--- src/bsfr_pkg.sv ---
// ----------------------------------------------------------------------------
// bsfr_pkg
// Shared types, constants and the CRC-32 byte update for the frame receiver.
// ----------------------------------------------------------------------------
package bsfr_pkg;

  localparam int HEADER_LEN = 3;
  localparam int CRC_LEN    = 4;
  localparam int MIN_FRAME  = HEADER_LEN + CRC_LEN;

  localparam logic [31:0] CRC_POLY = 32'hEDB8_8320;
  localparam logic [31:0] CRC_INIT = 32'hFFFF_FFFF;

  localparam logic [1:0] REG_START  = 2'd0;
  localparam logic [1:0] REG_END    = 2'd1;
  localparam logic [1:0] REG_ESCAPE = 2'd2;

  localparam logic [7:0] RST_START  = 8'd193;
  localparam logic [7:0] RST_END    = 8'd192;
  localparam logic [7:0] RST_ESCAPE = 8'd219;

  localparam logic [1:0] STAT_OK       = 2'd0;
  localparam logic [1:0] STAT_LEN_ERR  = 2'd1;
  localparam logic [1:0] STAT_CRC_ERR  = 2'd2;
  localparam logic [1:0] STAT_OVERFLOW = 2'd3;

  localparam logic KIND_STATUS = 1'b0;
  localparam logic KIND_DATA   = 1'b1;

  typedef struct packed {
    logic [7:0] start_code;
    logic [7:0] end_code;
    logic [7:0] esc_code;
  } cfg_t;

  typedef struct packed {
    logic       is_end;
    logic [7:0] data;
  } cmd_t;

  function automatic logic [31:0] crc_byte(input logic [31:0] crc, input logic [7:0] b);
    logic [31:0] c;
    c = crc ^ {24'd0, b};
    for (int k = 0; k < 8; k++) begin
      c = c[0] ? ((c >> 1) ^ CRC_POLY) : (c >> 1);
    end
    return c;
  endfunction

endpackage

--- src/bsfr_ram.sv ---
// ----------------------------------------------------------------------------
// bsfr_ram
// Generic single-write, single-read RAM with a registered read port.
// ----------------------------------------------------------------------------
module bsfr_ram #(
  parameter int WIDTH = 8,
  parameter int DEPTH = 39
) (
  input  logic                     clk,
  input  logic                     we,
  input  logic [$clog2(DEPTH)-1:0] waddr,
  input  logic [WIDTH-1:0]         wdata,
  input  logic                     re,
  input  logic [$clog2(DEPTH)-1:0] raddr,
  output logic [WIDTH-1:0]         rdata
);

  logic [WIDTH-1:0] mem [DEPTH];

  always_ff @(posedge clk) begin
    if (we) begin
      mem[waddr] <= wdata;
    end
    if (re) begin
      rdata <= mem[raddr];
    end
  end

endmodule

--- src/bsfr_front.sv ---
// ----------------------------------------------------------------------------
// bsfr_front
// Classifies received bytes: frame delimiting and escape removal.
// ----------------------------------------------------------------------------
module bsfr_front
  import bsfr_pkg::*;
(
  input  logic       clk,
  input  logic       rst,
  input  cfg_t       cfg,
  input  logic       rx_valid,
  input  logic [7:0] rx_byte,
  output logic       rx_ready,
  input  logic       q_ready,
  output logic       push,
  output cmd_t       push_cmd
);

  logic in_frame, in_frame_next;
  logic esc_pending, esc_pending_next;
  logic accept;

  assign rx_ready = q_ready;
  assign accept   = rx_valid && rx_ready;

  always_comb begin
    in_frame_next    = in_frame;
    esc_pending_next = esc_pending;
    push             = 1'b0;
    push_cmd.is_end  = 1'b0;
    push_cmd.data    = rx_byte;
    if (accept) begin
      priority if (!in_frame) begin
        if (rx_byte == cfg.start_code) begin
          in_frame_next    = 1'b1;
          esc_pending_next = 1'b0;
        end
      end else if (esc_pending) begin
        push             = 1'b1;
        push_cmd.data    = rx_byte ^ cfg.esc_code;
        esc_pending_next = 1'b0;
      end else if (rx_byte == cfg.esc_code) begin
        esc_pending_next = 1'b1;
      end else if (rx_byte == cfg.end_code) begin
        push             = 1'b1;
        push_cmd.is_end  = 1'b1;
        in_frame_next    = 1'b0;
        esc_pending_next = 1'b0;
      end else begin
        push = 1'b1;
      end
    end
  end

  always_ff @(posedge clk) begin
    if (rst) begin
      in_frame    <= 1'b0;
      esc_pending <= 1'b0;
    end else begin
      in_frame    <= in_frame_next;
      esc_pending <= esc_pending_next;
    end
  end

endmodule

--- src/bsfr_queue.sv ---
// ----------------------------------------------------------------------------
// bsfr_queue
// Two-entry command queue between the classifier and the frame engine.
// ----------------------------------------------------------------------------
module bsfr_queue
  import bsfr_pkg::*;
(
  input  logic clk,
  input  logic rst,
  input  logic push,
  input  cmd_t push_cmd,
  output logic q_ready,
  input  logic pop,
  output logic q_valid,
  output cmd_t q_cmd
);

  cmd_t       slots [2];
  logic       wr_ptr;
  logic       rd_ptr;
  logic [1:0] fill;

  assign q_ready = (fill != 2'd2);
  assign q_valid = (fill != 2'd0);
  assign q_cmd   = slots[rd_ptr];

  always_ff @(posedge clk) begin
    if (push) begin
      slots[wr_ptr] <= push_cmd;
    end
  end

  always_ff @(posedge clk) begin
    if (rst) begin
      wr_ptr <= 1'b0;
      rd_ptr <= 1'b0;
      fill   <= 2'd0;
    end else begin
      if (push) begin
        wr_ptr <= ~wr_ptr;
      end
      if (pop) begin
        rd_ptr <= ~rd_ptr;
      end
      unique case ({push, pop})
        2'b10:   fill <= fill + 2'd1;
        2'b01:   fill <= fill - 2'd1;
        default: fill <= fill;
      endcase
    end
  end

endmodule

--- src/bsfr_back.sv ---
// ----------------------------------------------------------------------------
// bsfr_back
// Frame engine: stores frame bytes, runs the CRC, checks and emits results.
// ----------------------------------------------------------------------------
module bsfr_back
  import bsfr_pkg::*;
#(
  parameter int MAX_PAYLOAD = 32
) (
  input  logic       clk,
  input  logic       rst,
  input  logic       q_valid,
  input  cmd_t       q_cmd,
  output logic       pop,
  output logic       res_valid,
  input  logic       res_ready,
  output logic       kind,
  output logic [7:0] data_byte,
  output logic [7:0] dest_id,
  output logic [7:0] source_id,
  output logic [7:0] payload_len,
  output logic [1:0] frame_status,
  output logic       last
);

  localparam int STORE_LEN = MAX_PAYLOAD + HEADER_LEN + CRC_LEN;
  localparam int AW        = $clog2(STORE_LEN);
  localparam int CW        = $clog2(STORE_LEN + 1);

  typedef enum logic [3:0] {
    ST_IDLE = 4'b0001,
    ST_SEND = 4'b0010,
    ST_READ = 4'b0100,
    ST_LOAD = 4'b1000
  } state_t;

  state_t          state, state_next;
  logic [CW-1:0]   byte_count;
  logic            overflowed;
  logic [31:0]     crc;
  logic [7:0]      hdr [HEADER_LEN];
  logic [7:0]      tail [CRC_LEN];
  logic [7:0]      remaining;
  logic [AW-1:0]   rd_addr;
  logic [7:0]      ram_rdata;

  logic            at_full;
  logic [AW-1:0]   wr_idx;
  logic            do_store;
  logic            do_end;
  logic [7:0]      cnt8;
  logic [7:0]      hdr_show [HEADER_LEN];
  logic            len_ok;
  logic            crc_ok;
  logic [1:0]      status;

  assign pop      = (state == ST_IDLE) && q_valid;
  assign do_store = pop && !q_cmd.is_end;
  assign do_end   = pop && q_cmd.is_end;
  assign at_full  = (byte_count == CW'(STORE_LEN));
  assign wr_idx   = at_full ? '0 : byte_count[AW-1:0];
  assign cnt8     = 8'(byte_count);

  always_comb begin
    for (int i = 0; i < HEADER_LEN; i++) begin
      hdr_show[i] = (overflowed || (cnt8 > 8'(i))) ? hdr[i] : 8'd0;
    end
    len_ok = (cnt8 >= 8'(MIN_FRAME)) && (hdr_show[2] == cnt8 - 8'(MIN_FRAME));
    crc_ok = ((crc ^ CRC_INIT) == {tail[3], tail[2], tail[1], tail[0]});
    priority if (overflowed) begin
      status = STAT_OVERFLOW;
    end else if (!len_ok) begin
      status = STAT_LEN_ERR;
    end else if (!crc_ok) begin
      status = STAT_CRC_ERR;
    end else begin
      status = STAT_OK;
    end
  end

  bsfr_ram #(
    .WIDTH (8),
    .DEPTH (STORE_LEN)
  ) u_store (
    .clk   (clk),
    .we    (do_store),
    .waddr (wr_idx),
    .wdata (q_cmd.data),
    .re    (state == ST_READ),
    .raddr (rd_addr),
    .rdata (ram_rdata)
  );

  always_comb begin
    state_next = state;
    unique case (state)
      ST_IDLE: if (do_end) state_next = ST_SEND;
      ST_SEND: begin
        if (res_ready) begin
          state_next = last ? ST_IDLE : ST_READ;
        end
      end
      ST_READ: state_next = ST_LOAD;
      ST_LOAD: state_next = ST_SEND;
      default: state_next = ST_IDLE;
    endcase
  end

  assign res_valid = (state == ST_SEND);

  always_ff @(posedge clk) begin
    if (rst) begin
      state      <= ST_IDLE;
      byte_count <= '0;
      overflowed <= 1'b0;
      crc        <= CRC_INIT;
    end else begin
      state <= state_next;
      if (do_store) begin
        if (at_full) begin
          overflowed <= 1'b1;
        end
        byte_count <= CW'(wr_idx) + CW'(1);
        if (wr_idx >= AW'(MIN_FRAME)) begin
          crc <= crc_byte(crc, tail[3]);
        end
      end else if (do_end) begin
        byte_count <= '0;
        overflowed <= 1'b0;
        crc        <= CRC_INIT;
      end
    end
  end

  always_ff @(posedge clk) begin
    if (do_store) begin
      if (wr_idx < AW'(HEADER_LEN)) begin
        hdr[wr_idx[1:0]] <= q_cmd.data;
      end
      tail[0] <= q_cmd.data;
      for (int i = 1; i < CRC_LEN; i++) begin
        tail[i] <= tail[i-1];
      end
    end
    if (do_end) begin
      kind         <= KIND_STATUS;
      data_byte    <= 8'd0;
      dest_id      <= hdr_show[0];
      source_id    <= hdr_show[1];
      payload_len  <= hdr_show[2];
      frame_status <= status;
      last         <= (status != STAT_OK) || (hdr_show[2] == 8'd0);
      remaining    <= hdr_show[2];
      rd_addr      <= AW'(HEADER_LEN);
    end
    if (state == ST_LOAD) begin
      kind         <= KIND_DATA;
      data_byte    <= ram_rdata;
      frame_status <= STAT_OK;
      last         <= (remaining == 8'd1);
      remaining    <= remaining - 8'd1;
      rd_addr      <= rd_addr + AW'(1);
    end
  end

endmodule

--- src/byte_stuffed_frame_receiver_crc32_unit.sv ---
// ----------------------------------------------------------------------------
// byte_stuffed_frame_receiver_crc32_unit
// Byte-stuffed frame receiver with header capture and CRC-32 payload check.
//
// Channel   Direction  Handshake            Contents
// rx        in         rx_valid / rx_ready  rx_byte
// res       out        res_valid/res_ready  kind, data_byte, header, status, last
// apb       in         psel/penable/pready  start, end and escape codes
//
// Each received byte is accepted while the two-entry queue has room.
// A closing byte yields a status word in the cycle after it leaves the queue.
// Each payload word is then fetched through the read and load states of the registered store read.
// Input stalls once the queue fills while results are being emitted.
// Reset is synchronous and clears the framing state; the store is not cleared.
// ----------------------------------------------------------------------------
module byte_stuffed_frame_receiver_crc32_unit
  import bsfr_pkg::*;
#(
  parameter int MAX_PAYLOAD = 32
) (
  input  logic        clk,
  input  logic        rst,
  input  logic        psel,
  input  logic        penable,
  input  logic        pwrite,
  input  logic [3:0]  paddr,
  input  logic [31:0] pwdata,
  output logic [31:0] prdata,
  output logic        pready,
  input  logic        rx_valid,
  output logic        rx_ready,
  input  logic [7:0]  rx_byte,
  output logic        res_valid,
  input  logic        res_ready,
  output logic        kind,
  output logic [7:0]  data_byte,
  output logic [7:0]  dest_id,
  output logic [7:0]  source_id,
  output logic [7:0]  payload_len,
  output logic [1:0]  frame_status,
  output logic        last
);

  cfg_t       cfg;
  logic       reg_write;
  logic       q_ready;
  logic       push;
  cmd_t       push_cmd;
  logic       pop;
  logic       q_valid;
  cmd_t       q_cmd;

  assign pready    = 1'b1;
  assign reg_write = psel && penable && pwrite && pready;

  always_ff @(posedge clk) begin
    if (rst) begin
      cfg.start_code <= RST_START;
      cfg.end_code   <= RST_END;
      cfg.esc_code   <= RST_ESCAPE;
    end else if (reg_write) begin
      unique case (paddr[3:2])
        REG_START:  cfg.start_code <= pwdata[7:0];
        REG_END:    cfg.end_code   <= pwdata[7:0];
        REG_ESCAPE: cfg.esc_code   <= pwdata[7:0];
        default:    cfg            <= cfg;
      endcase
    end
  end

  always_comb begin
    unique case (paddr[3:2])
      REG_START:  prdata = {24'd0, cfg.start_code};
      REG_END:    prdata = {24'd0, cfg.end_code};
      REG_ESCAPE: prdata = {24'd0, cfg.esc_code};
      default:    prdata = 32'd0;
    endcase
  end

  bsfr_front u_front (
    .clk      (clk),
    .rst      (rst),
    .cfg      (cfg),
    .rx_valid (rx_valid),
    .rx_byte  (rx_byte),
    .rx_ready (rx_ready),
    .q_ready  (q_ready),
    .push     (push),
    .push_cmd (push_cmd)
  );

  bsfr_queue u_queue (
    .clk      (clk),
    .rst      (rst),
    .push     (push),
    .push_cmd (push_cmd),
    .q_ready  (q_ready),
    .pop      (pop),
    .q_valid  (q_valid),
    .q_cmd    (q_cmd)
  );

  bsfr_back #(
    .MAX_PAYLOAD (MAX_PAYLOAD)
  ) u_back (
    .clk          (clk),
    .rst          (rst),
    .q_valid      (q_valid),
    .q_cmd        (q_cmd),
    .pop          (pop),
    .res_valid    (res_valid),
    .res_ready    (res_ready),
    .kind         (kind),
    .data_byte    (data_byte),
    .dest_id      (dest_id),
    .source_id    (source_id),
    .payload_len  (payload_len),
    .frame_status (frame_status),
    .last         (last)
  );

endmodule

--- config.mk ---
export PLATFORM = sky130hd
export DESIGN_NAME = byte_stuffed_frame_receiver_crc32_unit
export DESIGN_NICKNAME = d
export VERILOG_FILES = /design/src/bsfr_pkg.sv /design/src/bsfr_ram.sv /design/src/bsfr_front.sv /design/src/bsfr_queue.sv /design/src/bsfr_back.sv /design/src/byte_stuffed_frame_receiver_crc32_unit.sv
export SDC_FILE = /design/constraint.sdc
export NUM_CORES = 1
export LEC_CHECK = 0
export ABC_AREA = 0
export BUFFER_PORTS_ARGS = -buffer_cell sky130_fd_sc_hd__buf_4
export CORE_MARGIN = 2
export CORE_UTILIZATION = 55
export CTS_CLUSTER_DIAMETER = 120
export CTS_CLUSTER_SIZE = 16
export DETAILED_ROUTE_END_ITERATION = 16
export GPL_TIMING_DRIVEN = 1
export PLACE_DENSITY = 0.75
export SKIP_LAST_GASP = 1
export SLEW_MARGIN = 40
export SYNTH_ARGS = -nofsm -noshare
export SYNTH_HDL_FRONTEND = slang
export SYNTH_SLANG_ARGS = --single-unit
--- constraint.sdc ---
create_clock -name clk -period 4.43 [get_ports clk]
set_clock_uncertainty 0.15 [all_clocks]
set_input_delay 0.2215 -clock clk [delete_from_list [all_inputs] [get_ports clk]]
set_output_delay 0.2215 -clock clk [all_outputs]
set_load 0.01 [all_outputs]
# Word level (Yosys, flattened, before mapping)
# Memories as Yosys holds them, arrays and structs flattened. A register that Yosys moved wholly into a read port is not among the register bits.
# Index checks and enable logic that the tools add are counted.
# word_totals
regBits	107
mem_bits_rw	386
in_bits	51
output_inout_bits	71
mem_count	4
# mem_list
name	depth	word_bits	read_ports	rd_ports_with_merged_regs	write_ports	line_no	source
u_back.u_store.mem	39	8	1	1	1	bsfr_ram.sv:18	logic [WIDTH-1:0] mem [DEPTH];
u_back.tail	4	8	4	0	4	bsfr_back.sv:42	logic [7:0] tail [CRC_LEN];
u_back.hdr	3	8	3	2	1	bsfr_back.sv:41	logic [7:0] hdr [HEADER_LEN];
u_queue.slots	2	9	1	1	1	bsfr_queue.sv:18	cmd_t slots [2];
# classes
add_sub_neg	6
n_lt_le_gt_ge	6
eq_ne	20
mux	63
bitwise	13
n_reduce_logical	29
# op_table
operator	count
$mux W32	11
$not A13 Y14	8
$mux W8	6
$eq A32 B32 Y1	1
$eq A8 B8 Y1	4
$not A32 Y32	1
$xor A32 B8 Y32	1
$mux W1	30
$mux W6	5
$pmux W8 S3	1
$mux W9	2
$pmux W4 S4	1
$reduce_and A2 Y1	7
$add A6 B1 Y6 const B	2
$ge A6 B3 Y1 const B	2
$gt A6 B1 Y1 const B	2
$reduce_bool A2 Y1	6
$eq A8 B1 Y1 const B	1
$logic_not A8 Y1	1
$mux W4	2
$sub A8 B1 Y8 const B	1
$xor A8 B8 Y8	1
$logic_and A1 B1 Y1	7
$sub A6 B3 Y7 const B	1
other kinds (20)	33

# Longest topological paths before layout
# Gate-level depths: netlist of the first run.
# An unclocked memory read counts as a cell.
# depth
ltp_word	20
ltp_mapped	12
mapped_depth_nobuf	10

# Modules after synthesis
# Synthesis of the first run repeated with hierarchy kept, for this count alone.
# hier_totals
hier_cells	1553
area_unflattened_um2	22564.1
# modules_own_cells
mod	n_inst	cells_each	area_each_um2	seq_area_each_um2
bsfr_ram	1	704	12836.1	9609.2
bsfr_back	1	584	7009.2	4013.8
byte_stuffed_frame_receiver_crc32_unit	1	150	1355.0	480.5
bsfr_queue	1	50	852.1	640.6
bsfr_front	1	65	511.7	40.0

# Worst setup path before layout of the first run
# OpenSTA, ideal clock, no wires.
# synth_timing
path_kind	reg-to-reg
startpoint	register u_back.state[3]
endpoint	memory u_back.u_store.mem[37][0], enable pin
arrival_time_ns	2.495
setup_slack_ns	1.415
path_stages_with_launch	9
period_less_slack_ns	3.015
cell_sequence	dfxtp_1 -> clkbuf_1 -> nor4b_1 -> o21ai_1 -> inv_2 -> nand2_1 -> inv_2 -> nand4_1 -> nor2_1
# synth_via
elab_chain_len	5
# synth_lines
element	line_no	source
start: declaration	bsfr_back.sv:37	state_t state, state_next;
start signal: assignment	bsfr_back.sv:118	state <= state_next;
$eq A4 B1 Y1	bsfr_back.sv:57	assign pop = (state == ST_IDLE) && q_valid;
$logic_and A1 B1 Y1	bsfr_back.sv:57	
via pop	byte_stuffed_frame_receiver_crc32_unit.sv:49	logic pop;
$logic_and A1 B1 Y1	bsfr_back.sv:58	assign do_store = pop && !q_cmd.is_end;
via u_back.do_store	bsfr_back.sv:49	logic do_store;
$mux W1	bsfr_ram.sv:21	if (we) begin
$mux W1 (implied by the code)	bsfr_ram.sv:22	mem[waddr] <= wdata;
end: declaration	bsfr_ram.sv:18	
# The timed path passes the listed nets, and every way through them passes these cells.

# Worst setup path in the final report of the first run
# layout_timing
startpoint	register u_back.state[0]
endpoint	memory u_back.u_store.mem[16][5], enable pin
# layout_via
elab_chain_len	5
# layout_lines
element	line_no
$eq A4 B1 Y1	bsfr_back.sv:57
$logic_and A1 B1 Y1	bsfr_back.sv:57
via pop	byte_stuffed_frame_receiver_crc32_unit.sv:49
$logic_and A1 B1 Y1	bsfr_back.sv:58
$mux W1	bsfr_ram.sv:21
$mux W1 (implied by the code)	bsfr_ram.sv:22
# The timed path passes the listed nets, and every way through them passes these cells.

==> results.sh, run 1 <==
export IMPL_vdd_ir_drop_max_mv=0.218
export IMPL_clock_latency_ps=550
export IMPL_postSynthAreaPerCell_sq_um=15.6
export IMPL_critPathMaxFanout=11
export IMPL_yosys_register_bits=518
export IMPL_drc=0
export IMPL_seqPwrFrac_pct=58.4
export IMPL_syn_to_final_growth_pct=11.8
export IMPL_clockPowerShare_pct=35.7
export IMPL_antenna_found_initial=0
export IMPL_die_x_um=203
export IMPL_finalNonFillerCells=2038
export IMPL_routed_wl_um=45300
export IMPL_status="finished, final reports clean"
export IMPL_worstSetupEndpointType="flip-flop"
export IMPL_post_route_util_pct=62.5
export IMPL_worstSetupPathType="flip-flop to flip-flop"
export IMPL_ys_types=60
export IMPL_sw_frac_of_total_pct=21.0
export IMPL_synth_cells=1390
export IMPL_final_common_cell="edfxtp_1"
export IMPL_hold_ws_ps=33.5
export IMPL_port_buffers=70
export IMPL_start_kind="flip-flop"
export IMPL_worstPathRequired_ps=4540
export IMPL_intPower_uw=7250
export IMPL_grt_max_degree=84
export IMPL_seq_area_frac_synth_pct=68.1
export IMPL_antenna_left=0
export IMPL_hold_path_class="input pin to flip-flop"
export IMPL_tightest_slew_ps=869
export IMPL_p_sw_uw=1930
export IMPL_grt_pass1_wl_um=70000
export IMPL_grt_overflow_total=0
export IMPL_slew_headroom_pct=41.6
export IMPL_nNetsFinal=1561
export IMPL_cts_buffers=38
export IMPL_setup_tns_ps=0
export IMPL_rows=72
export IMPL_hold_viol=0
export IMPL_start_util_pct=55.9
export IMPL_first_pass_iters=5
export IMPL_wire_per_inst_um=22.2
export IMPL_power_density_nw_per_um2=378
export IMPL_htreeDepth=2
export IMPL_total_power_uw=9180
export IMPL_drv_cap=0
export IMPL_core_sq_um=38800
export IMPL_gp_congestion=0.837
export IMPL_initialDrtViolationCount=1079
export IMPL_cts_buffer_depth=3
export IMPL_n_antenna_cell=0
export IMPL_die_area_sq_um=41100
export IMPL_slew_violations=0
export IMPL_netlist_area_sq_um=21700
export IMPL_viasPerCell=5.81
export IMPL_drive_above_1_share_pct=17.6
export IMPL_setup_violations=0
export IMPL_timing_final_crit_period_ps=3700
export IMPL_hpwl_um=28300
export IMPL_p_leak_uw=0.00789
export IMPL_num_vias=11800
export IMPL_postCtsSetupBuffers=0
export IMPL_root_buffer="clkbuf_16"
export IMPL_synth_edf_count=441
export IMPL_p_comb_share_pct=5.9
export IMPL_synth_ff_type="edfxtp_1"
export IMPL_grt_pass1_vias=11800
export IMPL_dp_cells=1955
export IMPL_fin_crit_sh_pct=83.5
export IMPL_worst_ep_arrival_time_ps=3810
export IMPL_die_y_um=203
export IMPL_grt_setup_unrepaired="false"
export IMPL_mostFrequentLayoutCells="edfxtp_1, buf_4, nor2_1, nand2_1, mux4_2"
export IMPL_clock_fmax_mhz=270
export IMPL_reg2reg_setup_slack_ps=730
export IMPL_track_usage_pct=22.4
export IMPL_synthArstFlopShare_pct=0
export IMPL_cts_tree="yes"
export IMPL_io_pins=122
export IMPL_postCtsResizedCells=0
export IMPL_clk_pin_slew_ps=70
export IMPL_yosysWarnings=0
export IMPL_clock_sinks=518
synthesized netlist by cell type (5+ instances only):
master    number  area share (%)
nand4_1       12            0.35
xor2_1        69             2.8
nor4_1        11            0.32
edfxtp_1     441              61
o22ai_1       16            0.46
ha_1          12            0.69
buf_1          5           0.086
nor2_1       100             1.7
xnor2_1       85             3.4
clkbuf_1      46            0.80
mux2i_1       42             1.9
nor2b_1       10            0.29
o21ai_1       24            0.55
mux4_2        88             9.1
buf_4         25            0.86
dfxtp_1       77             7.1
a21oi_1       26            0.60
nand2_1       95             1.6
nand3_1       29            0.67
and2_1        28            0.81
mux2_2         9            0.47
o21ai_0       17            0.39
o211ai_1      16            0.55
buf_2         12            0.28
nor3_1        23            0.53
inv_1         12            0.21
critical path, stage by stage (launching register included):
cell and delay [ps]:
dfxtp_1 520, nor4b_1 550, o21ai_1 370, inv_2 240
nand2_1 180, nor2_1 270, nand3b_1 370, nor2_1 530
buf_4 240
power groups by stage:
| stage | Combinational (uW) | Sequential (uW) | Clock (uW) |
|---|---|---|---|
| 2_1_floorplan | 351 | 5450 | 0 |
| 3_3_place_gp | 500 | 5470 | 0 |
| 3_5_place_dp | 522 | 5470 | 0 |
| 4_1_cts | 540 | 5360 | 3340 |
| 5_1_grt | 582 | 5370 | 3530 |
| 6_report | 538 | 5360 | 3280 |
final timing paths:
check                                    start                                   to  depth (start not counted)
hold reg to reg       u_back.kind$_SDFFE_PP1P_             u_back.kind$_SDFFE_PP1P_                          2
setup / recovery  u_back.state[0]$_SDFFE_PP1P_  u_back.u_store.mem[16][5]$_DFFE_PP_                          8
hold / removal                        paddr[3]                 cfg[16]$_SDFFE_PP1P_                          4
setup reg to reg  u_back.state[0]$_SDFFE_PP1P_  u_back.u_store.mem[16][5]$_DFFE_PP_                          8
metal layers:
metal	vias up	global-route usage, %	wire length [um]
met4	0	6.54	1240
met5	-	0	0
met1	5946	30.5	18400
li1	5394	-	-
met3	87	3.03	2650
met2	416	38.2	23000
sequential cells by signal (all words and copies together), names as in the netlist, 2 cells and up, named ones only:
register,flops
u_back.frame_status,2
u_back.u_store.rdata,8
u_back.rd_addr,6
cfg,24
u_back.state,4
u_back.crc,32
u_back.tail,32
u_back.payload_len,8
u_back.source_id,8
u_back.data_byte,8
u_back.dest_id,8
u_queue.fill,2
u_back.hdr,24
u_back.byte_count,6
u_back.remaining,8
u_back.u_store.mem,312
u_queue.slots,18
area by class of cell:
type	instances	area, sq um
tap	518	648
clock inverter	1	11.3
sequential	518	14800
inverter	14	52.6
timing repair buffer	133	1100
clock buffer	61	1100
multi-input combinational	793	6580
fill	2752	14500
repair_timing:
item	4_1_cts	5_1_grt
endpoints found under the hold margin	58	0
hold buffers	21	0
setup endpoints to repair	0	0
metrics by stage:
step | worst slack [ps] | cell area, sq um
after floorplan | 1410 | 21800
after global placement | 972 | 22900
after detailed placement | 787 | 22900
after CTS | 740 | 24300
after global routing | 405 | 24300
final | 732 | 24300
logic make-up after synthesis:
group / share of synthesized area (%)
AOI/OAI and AO/OA: 3.51
xor gates and xnor gates: 6.62
adders and majority gates: 0.692
buffers and inverters: 2.27
DFF: 68.1
muxes: 11.5
other: 0.0346
and+or+nand+nor: 7.24
Power figures use the tool's default switching activity.
==> run 2, diff against run 1 <==
Settings changed: ABC_AREA 0 to 1.
Clock period 4.43 ns to 3.5 ns, I/O delays scaled along.
==> results.sh, run 2 <==
export IMPL_setup_violations=0
export IMPL_grt_setup_unrepaired="false"
export IMPL_hold_start="paddr[2]"
export IMPL_gp_congestion=0.908
export IMPL_power_density_nw_per_um2=496
export IMPL_largest_register_ff_count=312
export IMPL_yosys_area_top_type="edfxtp_1"
export IMPL_worstSetupPathType="flip-flop to flip-flop"
export IMPL_slew_headroom_pct=49.2
export IMPL_port_buffers=70
export IMPL_holdPathStages=6
export IMPL_worst_ep_arrival_time_ps=3100
export IMPL_die_y_um=207
export IMPL_synth_area_top_cells="edfxtp_1, dfxtp_1, nor2_1"
export IMPL_yosys_register_bits=518
export IMPL_largest_register="u_back.u_store.mem"
export IMPL_htreeDepth=2
export IMPL_critPathMaxFanout=10
export IMPL_nNetsFinal=2309
export IMPL_ys_types=47
export IMPL_core_sq_um=40800
export IMPL_grt_max_degree=155
export IMPL_synth_edf_count=441
export IMPL_drc=0
export IMPL_vdd_ir_drop_max_mv=0.314
export IMPL_finalNonFillerCells=2793
export IMPL_syn_to_final_growth_pct=11.3
export IMPL_reg2reg_setup_slack_ps=450
export IMPL_rows=74
export IMPL_hpwl_um=32900
export IMPL_antenna_left=0
export IMPL_clock_latency_ps=570
export IMPL_postSynthAreaPerCell_sq_um=10.6
export IMPL_timing_final_crit_period_ps=3050
export IMPL_setup_tns_ps=0
export IMPL_drive_above_1_share_pct=9.02
export IMPL_io_pins=122
export IMPL_p_leak_uw=0.00921
export IMPL_hold_viol=0
export IMPL_start_kind="flip-flop"
export IMPL_synth_ff_type="edfxtp_1"
export IMPL_cts_buffers=38
export IMPL_grt_pass1_wl_um=81100
export IMPL_synthArstFlopShare_pct=0
export IMPL_mostFrequentLayoutCells="edfxtp_1, nor2_1, nand2_1, o21ai_0, inv_1"
export IMPL_r2r_cells=11
export IMPL_r2r_end="u_back.hdr[2][7]$_DFFE_PP_"
export IMPL_clock_fmax_mhz=327
export IMPL_die_area_sq_um=43000
export IMPL_critPathLaunch="u_back.byte_count[1]$_SDFFE_PP0P_"
export IMPL_top_regs="u_back.u_store.mem: 312 flops, u_back.crc: 32 flops, u_back.tail: 32 flops"
export IMPL_num_vias=15900
export IMPL_clock_sinks=518
export IMPL_cts_tree="yes"
export IMPL_postCtsResizedCells=0
export IMPL_synth_cells=2143
export IMPL_antenna_found_initial=1
export IMPL_grt_pass1_vias=15200
export IMPL_drv_cap=0
export IMPL_synthTopCellsByCount="edfxtp_1, nor2_1, nand2_1"
export IMPL_initialDrtViolationCount=1476
export IMPL_wire_per_inst_um=18.7
export IMPL_hold_path_class="input pin to flip-flop"
export IMPL_yosys_area_top_type_share_pct=58.3
export IMPL_worstPathRequired_ps=3540
export IMPL_slew_violations=0
export IMPL_yosysMostFrequentCell="edfxtp_1"
export IMPL_reg2reg_from="u_back.byte_count[1]$_SDFFE_PP0P_"
export IMPL_n_antenna_cell=0
export IMPL_final_common_cell="edfxtp_1"
export IMPL_die_x_um=207
export IMPL_track_usage_pct=23.9
export IMPL_cts_buffer_depth=3
export IMPL_tightest_slew_ps=759
export IMPL_clk_pin_slew_ps=70
export IMPL_worstSetupEndpointType="flip-flop"
export IMPL_root_buffer="clkbuf_16"
export IMPL_seq_area_frac_synth_pct=65.1
export IMPL_viasPerCell=5.71
export IMPL_dp_cells=2706
export IMPL_routed_wl_um=52400
export IMPL_postCtsSetupBuffers=0
export IMPL_yosysWarnings=0
export IMPL_status="finished, final reports clean"
export IMPL_start_util_pct=55.6
export IMPL_netlist_area_sq_um=22700
export IMPL_fin_crit_sh_pct=87.3
export IMPL_first_pass_iters=6
export IMPL_grt_overflow_total=0
export IMPL_min_to="cfg[7]$_SDFFE_PP1P_"
run 2: cell count changes in the layout (fill, tap and decap cells not counted), moves of 48 or more:
cell	change
nand3_1	+61
mux4_2	-88
xnor2_1	-48
a21oi_1	+49
nor2_1	+244
o21ai_0	+199
inv_1	+127
nand2_1	+248
run 2: how the worst max path moves through the flow:
stage	slack, ps	cells past startpoint	end
final	450	11	u_back.hdr[2][7]$_DFFE_PP_
after global placement	550	11	u_back.hdr[2][6]$_DFFE_PP_
after floorplan	860	11	u_back.hdr[0][0]$_DFFE_PP_
after detailed placement	460	11	u_back.hdr[2][4]$_DFFE_PP_
after CTS	440	11	u_back.hdr[2][4]$_DFFE_PP_
after global routing	220	11	u_back.hdr[2][6]$_DFFE_PP_
run 2: metrics by stage:
| stage | cell area [sq um] | total power [uW] | setup slack (ps) | hold slack (ps) | util, % |
|---|---|---|---|---|---|
| CTS | 25300 | 12600 | 441 | 115 | 61.9 |
| detailed placement | 23900 | 8510 | 465 | 262 | 58.5 |
| finish | 25300 | 12500 | 446 | 163 | 61.9 |
| global placement | 23800 | 8450 | 547 | 256 | 58.4 |
| floorplan | 22800 | 8060 | 861 | 151 | - |
| global route | 25300 | 13000 | 218 | 168 | 61.9 |
run 2: cell families after synthesis:
| group | count (synthesis) | synth area share (%) |
|---|---|---|
| flip-flops | 518 | 65.1 |
| XOR/XNOR | 90 | 3.50 |
| AO/OA/AOI/OAI | 398 | 9.79 |
| other | 2 | 0.0331 |
| multiplexers | 9 | 0.446 |
| AND/OR/NAND/NOR | 853 | 15.5 |
| adder cells (fa/ha/maj) | 12 | 0.661 |
| buffers and inverters | 261 | 5.04 |
run 2: final cells by class:
cell class                      count  area [sq um]
Fill cell                        3246         15500
Multi-Input combinational cell   1387          6910
Timing Repair Buffer              153          1290
Sequential cell                   518         14800
Inverter                          148           558
Clock inverter                      1          11.3
Tap cell                          532           666
Clock buffer                       54          1070
run 2: metal layers:
layer,wire [um],part of all wire [%],track usage (%)
met5,18,0.034,0
met2,25200,48,39.8
met3,3780,7.2,3.46
met1,21900,42,32.4
met4,1450,2.8,8.08
run 2: repair_timing:
item,in CTS,in global routing
endpoints found under the setup margin,0,0
hold buffers,32,0
hold endpoints to repair,72,0
run 2: power breakdown:
| group | internal [uW] | switching, uW |
|---|---|---|
| Sequential | 6870 | 146 |
| Clock | 2130 | 1990 |
| Combinational | 484 | 917 |
| Total | 9490 | 3050 |
run 2: critical path, cell delays in order, from the launching register on:
cell,delay [ps]
dfxtp_1,510
ha_1,250
nand2_2,80
inv_1,100
nand3_2,90
inv_2,130
nor2_1,110
ha_1,280
nor2_1,120
inv_1,50
or2_2,310
nor2_1,490
